File: src/sv/lirs_pkg.sv
// ----------------------------------------------------------------------------
// lirs_pkg
// Shared widths, register codes and controller/datapath interface types of
// the linear interpolation resampler.
// ----------------------------------------------------------------------------
package lirs_pkg;

  // Sample format and sizing
  localparam int unsigned MAX_CHANNELS = 8;
  localparam int unsigned SAMPLE_BITS  = 16;
  localparam int unsigned MAX_UPSAMPLE = 4;

  localparam int unsigned RATE_W    = 18;               // rate registers
  localparam int unsigned CNT_CFG_W = 4;                // channel count register
  localparam int unsigned CHAN_W    = 3;                // channel index
  localparam int unsigned PHASE_W   = 19;               // phase remainder
  localparam int unsigned WALK_W    = PHASE_W + 1;      // phase walker headroom
  localparam int unsigned DIFF_W    = SAMPLE_BITS + 1;  // sample difference
  localparam int unsigned PROD_W    = DIFF_W + PHASE_W + 1;
  localparam int unsigned DIV_W     = 34;               // |diff * phase| bound
  localparam int unsigned DIV_CNT_W = 6;
  localparam int unsigned UPS_W     = 3;                // holds 0..MAX_UPSAMPLE
  localparam int unsigned TOT_W     = 4;                // holds 0..2*MAX_UPSAMPLE
  localparam int unsigned FRM_W     = 3;                // output frame index
  localparam int unsigned CFG_IDX_W = 2;

  localparam logic [RATE_W-1:0]    RESET_RATE     = RATE_W'(48000);
  localparam logic [CNT_CFG_W-1:0] RESET_CHANNELS = CNT_CFG_W'(2);

  typedef logic signed [SAMPLE_BITS-1:0] sample_t;

  // Configuration register indexes
  typedef enum logic [CFG_IDX_W-1:0] {
    CFG_SOURCE_RATE   = 2'd0,
    CFG_TARGET_RATE   = 2'd1,
    CFG_CHANNEL_COUNT = 2'd2
  } cfg_reg_e;

  // Controller to datapath commands
  typedef struct packed {
    logic load_sample;
    logic step_init;
    logic walk_step;
    logic span1_close;
    logic mod_close;
    logic span2_close;
    logic emit_init;
    logic mul_load;
    logic div_start;
    logic div_sel_mod;
    logic out_load;
    logic finish;
  } cmd_t;

  // Datapath to controller status
  typedef struct packed {
    logic frame_done;
    logic have_prev;
    logic final_step;
    logic walk_go;
    logic walk_below;
    logic div_done;
    logic total_zero;
    logic is_tail;
    logic is_last;
    logic out_free;
  } stat_t;

endpackage

File: src/sv/linear_interp_resampler_top.sv
// ----------------------------------------------------------------------------
// linear_interp_resampler_top
// Streaming linear-interpolation sample rate converter for interleaved Q1.15
// audio, with configuration registers.
// ----------------------------------------------------------------------------
// Samples enter one per cycle while a frame is being collected; the frame's
// last sample starts a step that takes no further input until it ends. A step
// first walks the phase over each span (S_TAIL lies between the two spans and
// S_ESET before the outputs), with one serial division when outputs must be
// dropped above 4x upsampling, then emits its output samples one by one: an
// interpolated sample passes through the multiplier and the one-bit-per-cycle
// divider, and a tail sample (copy of the last frame) goes straight to the
// output, each waiting longer while the output stalls. A step closes in a
// final state. The output register lets the next input be taken while the
// last result waits.
// A rate written as zero acts as one; a channel count of zero acts as one and
// one above eight as eight. Write configuration only between regions.
// ----------------------------------------------------------------------------
module linear_interp_resampler_top (
  input  logic                                  clk_i,
  input  logic                                  rst_ni,
  // configuration
  input  logic                                  cfg_we_i,
  input  logic [lirs_pkg::CFG_IDX_W-1:0]        cfg_index_i,
  input  logic [lirs_pkg::RATE_W-1:0]           cfg_data_i,
  // input items
  input  logic                                  in_valid_i,
  output logic                                  in_ready_o,
  input  logic signed [lirs_pkg::SAMPLE_BITS-1:0] sample_in_i,
  input  logic                                  final_frame_i,
  // output items
  output logic                                  out_valid_o,
  input  logic                                  out_ready_i,
  output logic signed [lirs_pkg::SAMPLE_BITS-1:0] sample_out_o,
  output logic [lirs_pkg::CHAN_W-1:0]           channel_index_o,
  output logic                                  run_last_o,
  output logic                                  region_last_o,
  output logic                                  overrun_o
);

  logic [lirs_pkg::RATE_W-1:0]    src_rate_q;
  logic [lirs_pkg::RATE_W-1:0]    dst_rate_q;
  logic [lirs_pkg::CNT_CFG_W-1:0] ch_count_q;
  logic [lirs_pkg::RATE_W-1:0]    src_eff;
  logic [lirs_pkg::RATE_W-1:0]    dst_eff;
  logic [lirs_pkg::CNT_CFG_W-1:0] ch_eff;
  lirs_pkg::cmd_t                 cmd;
  lirs_pkg::stat_t                stat;

  // Configuration registers
  always_ff @(posedge clk_i or negedge rst_ni) begin
    if (!rst_ni) begin
      src_rate_q <= lirs_pkg::RESET_RATE;
      dst_rate_q <= lirs_pkg::RESET_RATE;
      ch_count_q <= lirs_pkg::RESET_CHANNELS;
    end else if (cfg_we_i) begin
      case (lirs_pkg::cfg_reg_e'(cfg_index_i))
        lirs_pkg::CFG_SOURCE_RATE:   src_rate_q <= cfg_data_i;
        lirs_pkg::CFG_TARGET_RATE:   dst_rate_q <= cfg_data_i;
        lirs_pkg::CFG_CHANNEL_COUNT: ch_count_q <= cfg_data_i[lirs_pkg::CNT_CFG_W-1:0];
        default: ;
      endcase
    end
  end

  // Clamp out-of-range settings
  assign src_eff = (src_rate_q == '0) ? lirs_pkg::RATE_W'(1) : src_rate_q;
  assign dst_eff = (dst_rate_q == '0) ? lirs_pkg::RATE_W'(1) : dst_rate_q;
  always_comb begin
    if (ch_count_q == '0) begin
      ch_eff = lirs_pkg::CNT_CFG_W'(1);
    end else if (ch_count_q > lirs_pkg::CNT_CFG_W'(lirs_pkg::MAX_CHANNELS)) begin
      ch_eff = lirs_pkg::CNT_CFG_W'(lirs_pkg::MAX_CHANNELS);
    end else begin
      ch_eff = ch_count_q;
    end
  end

  lirs_ctrl u_ctrl (
    .clk_i      (clk_i),
    .rst_ni     (rst_ni),
    .in_valid_i (in_valid_i),
    .in_ready_o (in_ready_o),
    .stat_i     (stat),
    .cmd_o      (cmd)
  );

  lirs_dp u_dp (
    .clk_i           (clk_i),
    .rst_ni          (rst_ni),
    .cmd_i           (cmd),
    .stat_o          (stat),
    .sample_in_i     (sample_in_i),
    .final_frame_i   (final_frame_i),
    .src_i           (src_eff),
    .dst_i           (dst_eff),
    .ch_i            (ch_eff),
    .out_ready_i     (out_ready_i),
    .out_valid_o     (out_valid_o),
    .sample_out_o    (sample_out_o),
    .channel_index_o (channel_index_o),
    .run_last_o      (run_last_o),
    .region_last_o   (region_last_o),
    .overrun_o       (overrun_o)
  );

endmodule

File: src/sv/lirs_div.sv
// ----------------------------------------------------------------------------
// lirs_div
// Restoring unsigned divider, one quotient bit per cycle. Gives quotient and
// remainder; done stays high until the next start.
// ----------------------------------------------------------------------------
module lirs_div (
  input  logic                              clk_i,
  input  logic                              rst_ni,
  input  logic                              start_i,
  input  logic [lirs_pkg::DIV_W-1:0]        num_i,
  input  logic [lirs_pkg::RATE_W-1:0]       den_i,
  output logic                              done_o,
  output logic [lirs_pkg::DIV_W-1:0]        quot_o,
  output logic [lirs_pkg::RATE_W-1:0]       rem_o
);

  logic                              busy_q;
  logic                              done_q;
  logic [lirs_pkg::DIV_CNT_W-1:0]    cnt_q;
  logic [lirs_pkg::DIV_W-1:0]        num_q;
  logic [lirs_pkg::RATE_W-1:0]       rem_q;
  logic [lirs_pkg::RATE_W-1:0]       den_q;
  logic [lirs_pkg::RATE_W:0]         trial;
  logic [lirs_pkg::RATE_W:0]         trial_sub;
  logic                              ge;

  // Shift in the next numerator bit and try the subtraction
  assign trial     = {rem_q, num_q[lirs_pkg::DIV_W-1]};
  assign ge        = trial >= {1'b0, den_q};
  assign trial_sub = trial - {1'b0, den_q};

  // Sequence control
  always_ff @(posedge clk_i or negedge rst_ni) begin
    if (!rst_ni) begin
      busy_q <= 1'b0;
      done_q <= 1'b0;
      cnt_q  <= '0;
    end else if (start_i) begin
      busy_q <= 1'b1;
      done_q <= 1'b0;
      cnt_q  <= lirs_pkg::DIV_CNT_W'(lirs_pkg::DIV_W - 1);
    end else if (busy_q) begin
      if (cnt_q == '0) begin
        busy_q <= 1'b0;
        done_q <= 1'b1;
      end else begin
        cnt_q <= cnt_q - 1'b1;
      end
    end
  end

  // Quotient and partial remainder
  always_ff @(posedge clk_i) begin
    if (start_i) begin
      num_q <= num_i;
      rem_q <= '0;
      den_q <= den_i;
    end else if (busy_q) begin
      num_q <= {num_q[lirs_pkg::DIV_W-2:0], ge};
      rem_q <= ge ? trial_sub[lirs_pkg::RATE_W-1:0] : trial[lirs_pkg::RATE_W-1:0];
    end
  end

  assign done_o = done_q;
  assign quot_o = num_q;
  assign rem_o  = rem_q;

endmodule

File: src/sv/lirs_ctrl.sv
// ----------------------------------------------------------------------------
// lirs_ctrl
// Step sequencer: collects samples, walks the phase over the source interval
// and the tail, then emits one output sample at a time.
// ----------------------------------------------------------------------------
module lirs_ctrl (
  input  logic             clk_i,
  input  logic             rst_ni,
  input  logic             in_valid_i,
  output logic             in_ready_o,
  input  lirs_pkg::stat_t  stat_i,
  output lirs_pkg::cmd_t   cmd_o
);

  typedef enum logic [3:0] {
    S_IDLE,
    S_WALK1,
    S_MOD,
    S_TAIL,
    S_WALK2,
    S_ESET,
    S_PICK,
    S_MUL,
    S_DIVS,
    S_DIVW,
    S_OUT,
    S_FIN
  } state_e;

  state_e state_q, state_d;

  // Next state and commands
  always_comb begin
    state_d    = state_q;
    cmd_o      = '0;
    in_ready_o = 1'b0;
    case (state_q)
      S_IDLE: begin
        in_ready_o = 1'b1;
        if (in_valid_i) begin
          cmd_o.load_sample = 1'b1;
          if (stat_i.frame_done) begin
            cmd_o.step_init = 1'b1;
            state_d = stat_i.have_prev ? S_WALK1 : S_TAIL;
          end
        end
      end
      S_WALK1: begin
        if (stat_i.walk_go) begin
          cmd_o.walk_step = 1'b1;
        end else begin
          cmd_o.span1_close = 1'b1;
          if (stat_i.walk_below) begin
            // skipped outputs: find the phase left over after the skip
            cmd_o.div_start   = 1'b1;
            cmd_o.div_sel_mod = 1'b1;
            state_d = S_MOD;
          end else begin
            state_d = S_TAIL;
          end
        end
      end
      S_MOD: begin
        cmd_o.div_sel_mod = 1'b1;
        if (stat_i.div_done) begin
          cmd_o.mod_close = 1'b1;
          state_d = S_TAIL;
        end
      end
      S_TAIL: begin
        state_d = stat_i.final_step ? S_WALK2 : S_ESET;
      end
      S_WALK2: begin
        if (stat_i.walk_go) begin
          cmd_o.walk_step = 1'b1;
        end else begin
          cmd_o.span2_close = 1'b1;
          state_d = S_ESET;
        end
      end
      S_ESET: begin
        if (stat_i.total_zero) begin
          state_d = S_FIN;
        end else begin
          cmd_o.emit_init = 1'b1;
          state_d = S_PICK;
        end
      end
      S_PICK: begin
        state_d = stat_i.is_tail ? S_OUT : S_MUL;
      end
      S_MUL: begin
        cmd_o.mul_load = 1'b1;
        state_d = S_DIVS;
      end
      S_DIVS: begin
        cmd_o.div_start = 1'b1;
        state_d = S_DIVW;
      end
      S_DIVW: begin
        if (stat_i.div_done) begin
          state_d = S_OUT;
        end
      end
      S_OUT: begin
        if (stat_i.out_free) begin
          cmd_o.out_load = 1'b1;
          state_d = stat_i.is_last ? S_FIN : S_PICK;
        end
      end
      S_FIN: begin
        cmd_o.finish = 1'b1;
        state_d = S_IDLE;
      end
      default: begin
        state_d = S_IDLE;
      end
    endcase
  end

  // Hold state
  always_ff @(posedge clk_i or negedge rst_ni) begin
    if (!rst_ni) begin
      state_q <= S_IDLE;
    end else begin
      state_q <= state_d;
    end
  end

endmodule

File: src/sv/lirs_dp.sv
// ----------------------------------------------------------------------------
// lirs_dp
// Datapath: frame store, phase walker, multiplier, shared divider and the
// output register.
// ----------------------------------------------------------------------------
module lirs_dp (
  input  logic                                clk_i,
  input  logic                                rst_ni,
  input  lirs_pkg::cmd_t                      cmd_i,
  output lirs_pkg::stat_t                     stat_o,
  input  lirs_pkg::sample_t                   sample_in_i,
  input  logic                                final_frame_i,
  input  logic [lirs_pkg::RATE_W-1:0]         src_i,
  input  logic [lirs_pkg::RATE_W-1:0]         dst_i,
  input  logic [lirs_pkg::CNT_CFG_W-1:0]      ch_i,
  input  logic                                out_ready_i,
  output logic                                out_valid_o,
  output lirs_pkg::sample_t                   sample_out_o,
  output logic [lirs_pkg::CHAN_W-1:0]         channel_index_o,
  output logic                                run_last_o,
  output logic                                region_last_o,
  output logic                                overrun_o
);

  // Frame store and step state
  lirs_pkg::sample_t                   cur_q  [lirs_pkg::MAX_CHANNELS];
  lirs_pkg::sample_t                   prev_q [lirs_pkg::MAX_CHANNELS];
  logic [lirs_pkg::CHAN_W-1:0]         pos_q;
  logic                                hp_q;
  logic [lirs_pkg::PHASE_W-1:0]        ph_q;
  logic                                final_q;
  logic [lirs_pkg::WALK_W-1:0]         pw_q;
  logic [lirs_pkg::UPS_W-1:0]          cnt_q;
  logic [lirs_pkg::UPS_W-1:0]          n1_q;
  logic [lirs_pkg::UPS_W-1:0]          n2_q;
  logic                                over_q;
  logic [lirs_pkg::FRM_W-1:0]          frame_q;
  logic [lirs_pkg::CHAN_W-1:0]         c_q;
  logic [lirs_pkg::PHASE_W-1:0]        ep_q;
  logic signed [lirs_pkg::PROD_W-1:0]  prod_q;

  // Output register
  logic                                out_valid_q;
  lirs_pkg::sample_t                   out_sample_q;
  logic [lirs_pkg::CHAN_W-1:0]         out_chan_q;
  logic                                out_run_last_q;
  logic                                out_region_last_q;
  logic                                out_overrun_q;

  // Combinational helpers
  logic [lirs_pkg::CHAN_W-1:0]         ch_last;
  logic                                frame_done;
  logic                                below;
  logic [lirs_pkg::TOT_W-1:0]          total;
  logic                                is_tail;
  logic                                is_last;
  logic                                out_free;
  logic signed [lirs_pkg::DIFF_W-1:0]  diff;
  logic [lirs_pkg::PROD_W-1:0]         prod_abs;
  logic [lirs_pkg::WALK_W-1:0]         mod_num;
  logic [lirs_pkg::DIV_W-1:0]          div_num;
  logic [lirs_pkg::RATE_W-1:0]         div_den;
  logic                                div_done;
  logic [lirs_pkg::DIV_W-1:0]          div_quot;
  logic [lirs_pkg::RATE_W-1:0]         div_rem;
  logic signed [lirs_pkg::DIFF_W-1:0]  q_mag;
  logic signed [lirs_pkg::DIFF_W-1:0]  q_floor;
  logic signed [lirs_pkg::DIFF_W-1:0]  interp_sum;
  lirs_pkg::sample_t                   out_value;
  logic [lirs_pkg::CHAN_W-1:0]         c_next;
  logic [lirs_pkg::FRM_W-1:0]          frame_next;
  logic [lirs_pkg::PHASE_W-1:0]        ep_next;

  assign ch_last    = lirs_pkg::CHAN_W'(ch_i - 1'b1);
  assign frame_done = ({1'b0, pos_q} + 1'b1) >= ch_i;
  assign below      = pw_q < {{(lirs_pkg::WALK_W - lirs_pkg::RATE_W){1'b0}}, dst_i};
  assign total      = lirs_pkg::TOT_W'(n1_q) + lirs_pkg::TOT_W'(n2_q);
  assign is_tail    = frame_q >= n1_q;
  assign is_last    = (lirs_pkg::TOT_W'(frame_q) == total - 1'b1) && (c_q == ch_last);
  assign out_free   = !out_valid_q || out_ready_i;

  // Interpolation operands
  assign diff     = lirs_pkg::DIFF_W'(cur_q[c_q]) - lirs_pkg::DIFF_W'(prev_q[c_q]);
  assign prod_abs = prod_q[lirs_pkg::PROD_W-1] ? lirs_pkg::PROD_W'(-prod_q)
                                               : lirs_pkg::PROD_W'(prod_q);

  // Divider operands: leftover phase after a skip, or the interpolation term
  assign mod_num = {{(lirs_pkg::WALK_W - lirs_pkg::RATE_W){1'b0}}, dst_i} - pw_q - 1'b1;
  assign div_num = cmd_i.div_sel_mod
                   ? lirs_pkg::DIV_W'(mod_num[lirs_pkg::RATE_W-1:0])
                   : prod_abs[lirs_pkg::DIV_W-1:0];
  assign div_den = cmd_i.div_sel_mod ? src_i : dst_i;

  lirs_div u_div (
    .clk_i   (clk_i),
    .rst_ni  (rst_ni),
    .start_i (cmd_i.div_start),
    .num_i   (div_num),
    .den_i   (div_den),
    .done_o  (div_done),
    .quot_o  (div_quot),
    .rem_o   (div_rem)
  );

  // Floor division of a signed product: round toward minus infinity
  assign q_mag = div_quot[lirs_pkg::DIFF_W-1:0];
  always_comb begin
    if (!prod_q[lirs_pkg::PROD_W-1]) begin
      q_floor = q_mag;
    end else if (div_rem != '0) begin
      q_floor = ~q_mag;
    end else begin
      q_floor = -q_mag;
    end
  end
  assign interp_sum = lirs_pkg::DIFF_W'(prev_q[c_q]) + q_floor;
  assign out_value  = is_tail ? cur_q[c_q] : interp_sum[lirs_pkg::SAMPLE_BITS-1:0];

  // Emission counters advance
  assign c_next     = (c_q == ch_last) ? '0 : c_q + 1'b1;
  assign frame_next = (c_q == ch_last) ? frame_q + 1'b1 : frame_q;
  assign ep_next    = ((c_q == ch_last) && !is_tail)
                      ? ep_q + lirs_pkg::PHASE_W'(src_i) : ep_q;

  // Frame store: shift current into previous at the start of a frame
  always_ff @(posedge clk_i or negedge rst_ni) begin
    if (!rst_ni) begin
      for (int i = 0; i < lirs_pkg::MAX_CHANNELS; i++) begin
        cur_q[i]  <= '0;
        prev_q[i] <= '0;
      end
      pos_q <= '0;
    end else if (cmd_i.load_sample) begin
      if ((pos_q == '0) && hp_q) begin
        for (int i = 0; i < lirs_pkg::MAX_CHANNELS; i++) begin
          prev_q[i] <= cur_q[i];
        end
      end
      cur_q[pos_q] <= sample_in_i;
      pos_q        <= frame_done ? '0 : pos_q + 1'b1;
    end
  end

  // Phase, walker and step bookkeeping
  always_ff @(posedge clk_i or negedge rst_ni) begin
    if (!rst_ni) begin
      hp_q    <= 1'b0;
      ph_q    <= '0;
      final_q <= 1'b0;
      pw_q    <= '0;
      cnt_q   <= '0;
      n1_q    <= '0;
      n2_q    <= '0;
      over_q  <= 1'b0;
      frame_q <= '0;
      c_q     <= '0;
      ep_q    <= '0;
    end else begin
      if (cmd_i.step_init) begin
        pw_q    <= lirs_pkg::WALK_W'(ph_q);
        cnt_q   <= '0;
        n1_q    <= '0;
        n2_q    <= '0;
        over_q  <= 1'b0;
        final_q <= final_frame_i;
      end
      if (cmd_i.walk_step) begin
        pw_q  <= pw_q + lirs_pkg::WALK_W'(src_i);
        cnt_q <= cnt_q + 1'b1;
      end
      if (cmd_i.span1_close) begin
        n1_q  <= cnt_q;
        cnt_q <= '0;
        if (below) begin
          over_q <= 1'b1;
        end else begin
          pw_q <= pw_q - lirs_pkg::WALK_W'(dst_i);
        end
      end
      if (cmd_i.mod_close) begin
        pw_q <= lirs_pkg::WALK_W'(src_i) - 1'b1 - lirs_pkg::WALK_W'(div_rem);
      end
      if (cmd_i.span2_close) begin
        n2_q <= cnt_q;
        if (below) begin
          over_q <= 1'b1;
        end
      end
      if (cmd_i.emit_init) begin
        frame_q <= '0;
        c_q     <= '0;
        ep_q    <= ph_q;
      end
      if (cmd_i.out_load) begin
        c_q     <= c_next;
        frame_q <= frame_next;
        ep_q    <= ep_next;
      end
      if (cmd_i.finish) begin
        ph_q <= final_q ? '0 : pw_q[lirs_pkg::PHASE_W-1:0];
        hp_q <= !final_q;
      end
    end
  end

  // Product register ahead of the divider
  always_ff @(posedge clk_i) begin
    if (cmd_i.mul_load) begin
      prod_q <= diff * $signed({1'b0, ep_q});
    end
  end

  // Output register: hold until taken
  always_ff @(posedge clk_i or negedge rst_ni) begin
    if (!rst_ni) begin
      out_valid_q <= 1'b0;
    end else if (cmd_i.out_load) begin
      out_valid_q <= 1'b1;
    end else if (out_ready_i) begin
      out_valid_q <= 1'b0;
    end
  end

  always_ff @(posedge clk_i) begin
    if (cmd_i.out_load) begin
      out_sample_q      <= out_value;
      out_chan_q        <= c_q;
      out_run_last_q    <= is_last;
      out_region_last_q <= is_last && final_q;
      out_overrun_q     <= over_q;
    end
  end

  // Status
  always_comb begin
    stat_o            = '0;
    stat_o.frame_done = frame_done;
    stat_o.have_prev  = hp_q;
    stat_o.final_step = final_q;
    stat_o.walk_go    = below && (cnt_q < lirs_pkg::UPS_W'(lirs_pkg::MAX_UPSAMPLE));
    stat_o.walk_below = below;
    stat_o.div_done   = div_done;
    stat_o.total_zero = total == '0;
    stat_o.is_tail    = is_tail;
    stat_o.is_last    = is_last;
    stat_o.out_free   = out_free;
  end

  assign out_valid_o     = out_valid_q;
  assign sample_out_o    = out_sample_q;
  assign channel_index_o = out_chan_q;
  assign run_last_o      = out_run_last_q;
  assign region_last_o   = out_region_last_q;
  assign overrun_o       = out_overrun_q;

endmodule
File: config.mk
export PLATFORM = sky130hd
export DESIGN_NAME = linear_interp_resampler_top
export DESIGN_NICKNAME = d
export VERILOG_FILES = /design/src/sv/lirs_pkg.sv /design/src/sv/linear_interp_resampler_top.sv /design/src/sv/lirs_div.sv /design/src/sv/lirs_ctrl.sv /design/src/sv/lirs_dp.sv
export SDC_FILE = /design/constraint.sdc
export NUM_CORES = 2
export LEC_CHECK = 0
export ABC_AREA = 1
export BUFFER_PORTS_ARGS = -buffer_cell sky130_fd_sc_hd__buf_2
export CAP_MARGIN = 20
export CORE_MARGIN = 1.5
export CORE_UTILIZATION = 40
export DETAILED_ROUTE_END_ITERATION = 10
export PLACE_DENSITY_LB_ADDON = 0.25
export SKIP_LAST_GASP = 1
export SYNTH_ARGS = -nofsm -noshare
export SYNTH_HDL_FRONTEND = slang
export SYNTH_SLANG_ARGS = --single-unit
File: constraint.sdc
create_clock -name clk_i -period 16.1 [get_ports clk_i]
set_input_delay 0.805 -clock clk_i [delete_from_list [all_inputs] [get_ports clk_i]]
set_output_delay 0.805 -clock clk_i [all_outputs]
set_load 0.01 [all_outputs]
==> reports/qor.csv <==
metric,value,unit
numCtsBuffers,59,
synthMostInstantiatedCell,nand2_1,
fin_crit_sh,64.7,%
grt-ovfl-total,0,
core,108000,sq um
synth_area,43600,sq um
dp.final_hpwl,104,mm
whs,0.133,ns
antenna_found_initial,0,
area_growth,7.26,%
top_layer,met4,
synth_cell_types,66,
firstDrtPassIters,6,
pre_cts_slack,5.91,ns
setup_viol,0,
viasPerCell,5.32,
async_flop_share,75.3,%
drt-total-wl,137,mm
synth_top_area_share,21.4,%
yosys_most_used_dff,dfrtp_1,
gr-usage-all-layers,24.6,%
die_y,333,um
routedWlPerCell,19.4,um
fp-row-count,120,
synth-seq-cells,515,
crit_fanout,109,
hold_path.class,in -> async,
wl_met1,62.9,mm
ant_nets,0,
synthCells,5700,
rsz0062_at_grt,false,
max_cap_viol_count,0,
clock-root-buffer,clkbuf_16,
status,finished clean,
worstMarginPinSlew,1.16,ns
die_x,333,um
synth_edf_count,109,
portBuffers,65,
clock_path_buffers,3,
clk_latency,0.66,ns
slew_violations,0,
grt_start_max_net_pins,175,
slowest_delay,0.81,ns
synth_top_area_cell,dfrtp_1,
ys_warn_count,0,
relSlewSlack,22.7,%
cp.required,16.52,ns
critPathArrivalTime,10.83,ns
cts.sinks,515,
initial_core_util,40.5,%
drive_gt1_share,6.11,%
timing.final.ws_setup,5.69,ns
synthTopCellsByCount,"nand2_1, inv_1, o21ai_0",
wl_met3,7.07,mm
skew,0.0369,ns
fin_tns_setup,0,ns
antenna_cells,0,
fin_crit,10.41,ns
htreeDepth,2,
ctsResizeCount,0,
synthTopCellsByArea,"dfrtp_1, fa_1, nand2_1",
synth.net_count,6295,
grt_pass1_vias,36900,
path_clk_slew,0.06,ns
place_congestion,0.968,
crit_path_top_delay_cell,buf_4,
max_freq,96.0,MHz
startpoint_type,flop,
cts_tree,done,
cts_setup_buffers,0,
cts_hold_buf,0,
drcViolationCount,0,
die_area,111000,sq um
finalHoldViolCount,0,
io_pins,66,
vias,37600,
nets,6207,
ys_seq_area_share,30.6,%
cp-end-kind,flop,
path_class,reg -> reg,
grt_pass1_wl,215,mm
drtIter0Drc,3124,
met2_length,63.3,mm
syn_avg_cell_area,7.65,sq um
## stage by stage
step | util [%] | area [sq um] | std cells
4_1_cts | 43.4 | 46700 | 7064
2_1_floorplan | - | 43600 | 5700
3_5_place_dp | 41.6 | 44800 | 6952
3_3_place_gp | 41.6 | 44800 | 6952
6_report | 43.5 | 46800 | 7066
5_1_grt | 43.5 | 46800 | 7066
## layout by cell type, fill, tap and decap left out, types with 8 or more instances in the layout
cell,synthesis,layout
nand2_2,13,17
inv_1,891,889
nor4_1,8,8
a31oi_1,40,40
xnor2_1,49,49
o31ai_1,8,8
nand3b_1,12,12
or2_2,10,10
o21bai_1,17,17
dfrtp_1,373,371
nand3_1,276,276
clkinv_2,0,18
mux2_2,46,46
xor2_1,93,93
fa_1,262,262
nor2_4,6,8
nor2_1,468,467
o211ai_1,24,24
o21ai_1,56,56
inv_2,21,23
a21oi_1,250,250
buf_2,53,64
a21o_1,19,19
o22ai_1,52,52
buf_4,16,27
clkbuf_16,0,59
clkinv_1,4,11
dfxtp_1,18,18
ha_1,291,291
o21ai_0,556,556
nand4_1,45,45
edfxtp_1,109,109
dfstp_2,15,15
a221oi_1,12,12
nand2_1,1311,1307
nor3_1,30,30
clkbuf_1,152,9
## worst max-delay path, delay by kind of cell (launching register included)
family / cells / cell delay, ns
and+or+nand+nor: 15 / 2.01
adders and majority gates: 8 / 3.61
AOI/OAI and AO/OA: 5 / 1.80
buffers and inverters: 10 / 1.88
DFF: 1 / 0.69
## sequential cells by signal (all words and copies together), names as in the netlist, 3 cells and up
signal                count
u_dp.sample_out_o        16
u_dp.prev_q             128
u_dp.u_div.cnt_q          6
u_dp.u_div.quot_o        34
u_dp.cnt_q                3
u_dp.prod_q              35
dst_rate_q               18
u_dp.channel_index_o      3
u_dp.n1_q                 3
u_dp.u_div.den_q         18
u_dp.cur_q              128
u_dp.ph_q                19
u_dp.pw_q                20
ch_count_q                4
u_dp.c_q                  3
u_dp.pos_q                3
u_dp.u_div.rem_o         18
u_dp.n2_q                 3
u_dp.ep_q                19
u_ctrl.state_q            4
u_dp.frame_q              3
src_rate_q               18
## cells by family (layout without fill, tap and decap cells)
group,after synthesis,count (layout),share of synthesized area (%)
multiplexers,51,51,1.36
buffers and inverters,1160,1123,10.5
adder cells (fa/ha/maj),553,553,20.4
AND/OR/NAND/NOR,2212,2212,20.9
flip-flops,515,515,30.6
AO/OA/AOI/OAI,1066,1066,13.3
XOR/XNOR,143,143,2.89
## final timing paths
| path | from | to | slack (ns) | cells past startpoint |
|---|---|---|---|---|
| max | u_dp.c_q[0] | u_dp.prod_q[25] | 5.69 | 38 |
| min | rst_ni | src_rate_q[17] | 0.13 | 1 |
| max reg2reg | u_dp.c_q[0] | u_dp.prod_q[25] | 5.69 | 38 |
| min reg2reg | u_dp.prev_q[107] | u_dp.prev_q[107] | 0.48 | 2 |
| max in group asynchronous | rst_ni | u_dp.cur_q[75] | 13.49 | 3 |
| min in group clk_i | out_ready_i | u_dp.out_valid_o | 0.36 | 2 |
## final cells by class
cell class,instances,area [sq um]
Fill cell,10900,60900
Multi-Input combinational cell,4025,25700
Sequential cell,515,13400
Inverter,916,3440
Tap cell,1403,1760
Clock buffer,73,1580
Timing Repair Buffer,95,598
Clock inverter,39,359
## metal layers
layer	vias up	GRT usage, %
met5	-	0
met4	0	6.90
met3	178	2.57
met2	1008	40.1
met1	18300	34.7
li1	18100	-
Power is not shown: default switching activity piles up to over one toggle a cycle in this logic, so the estimate is an artifact.
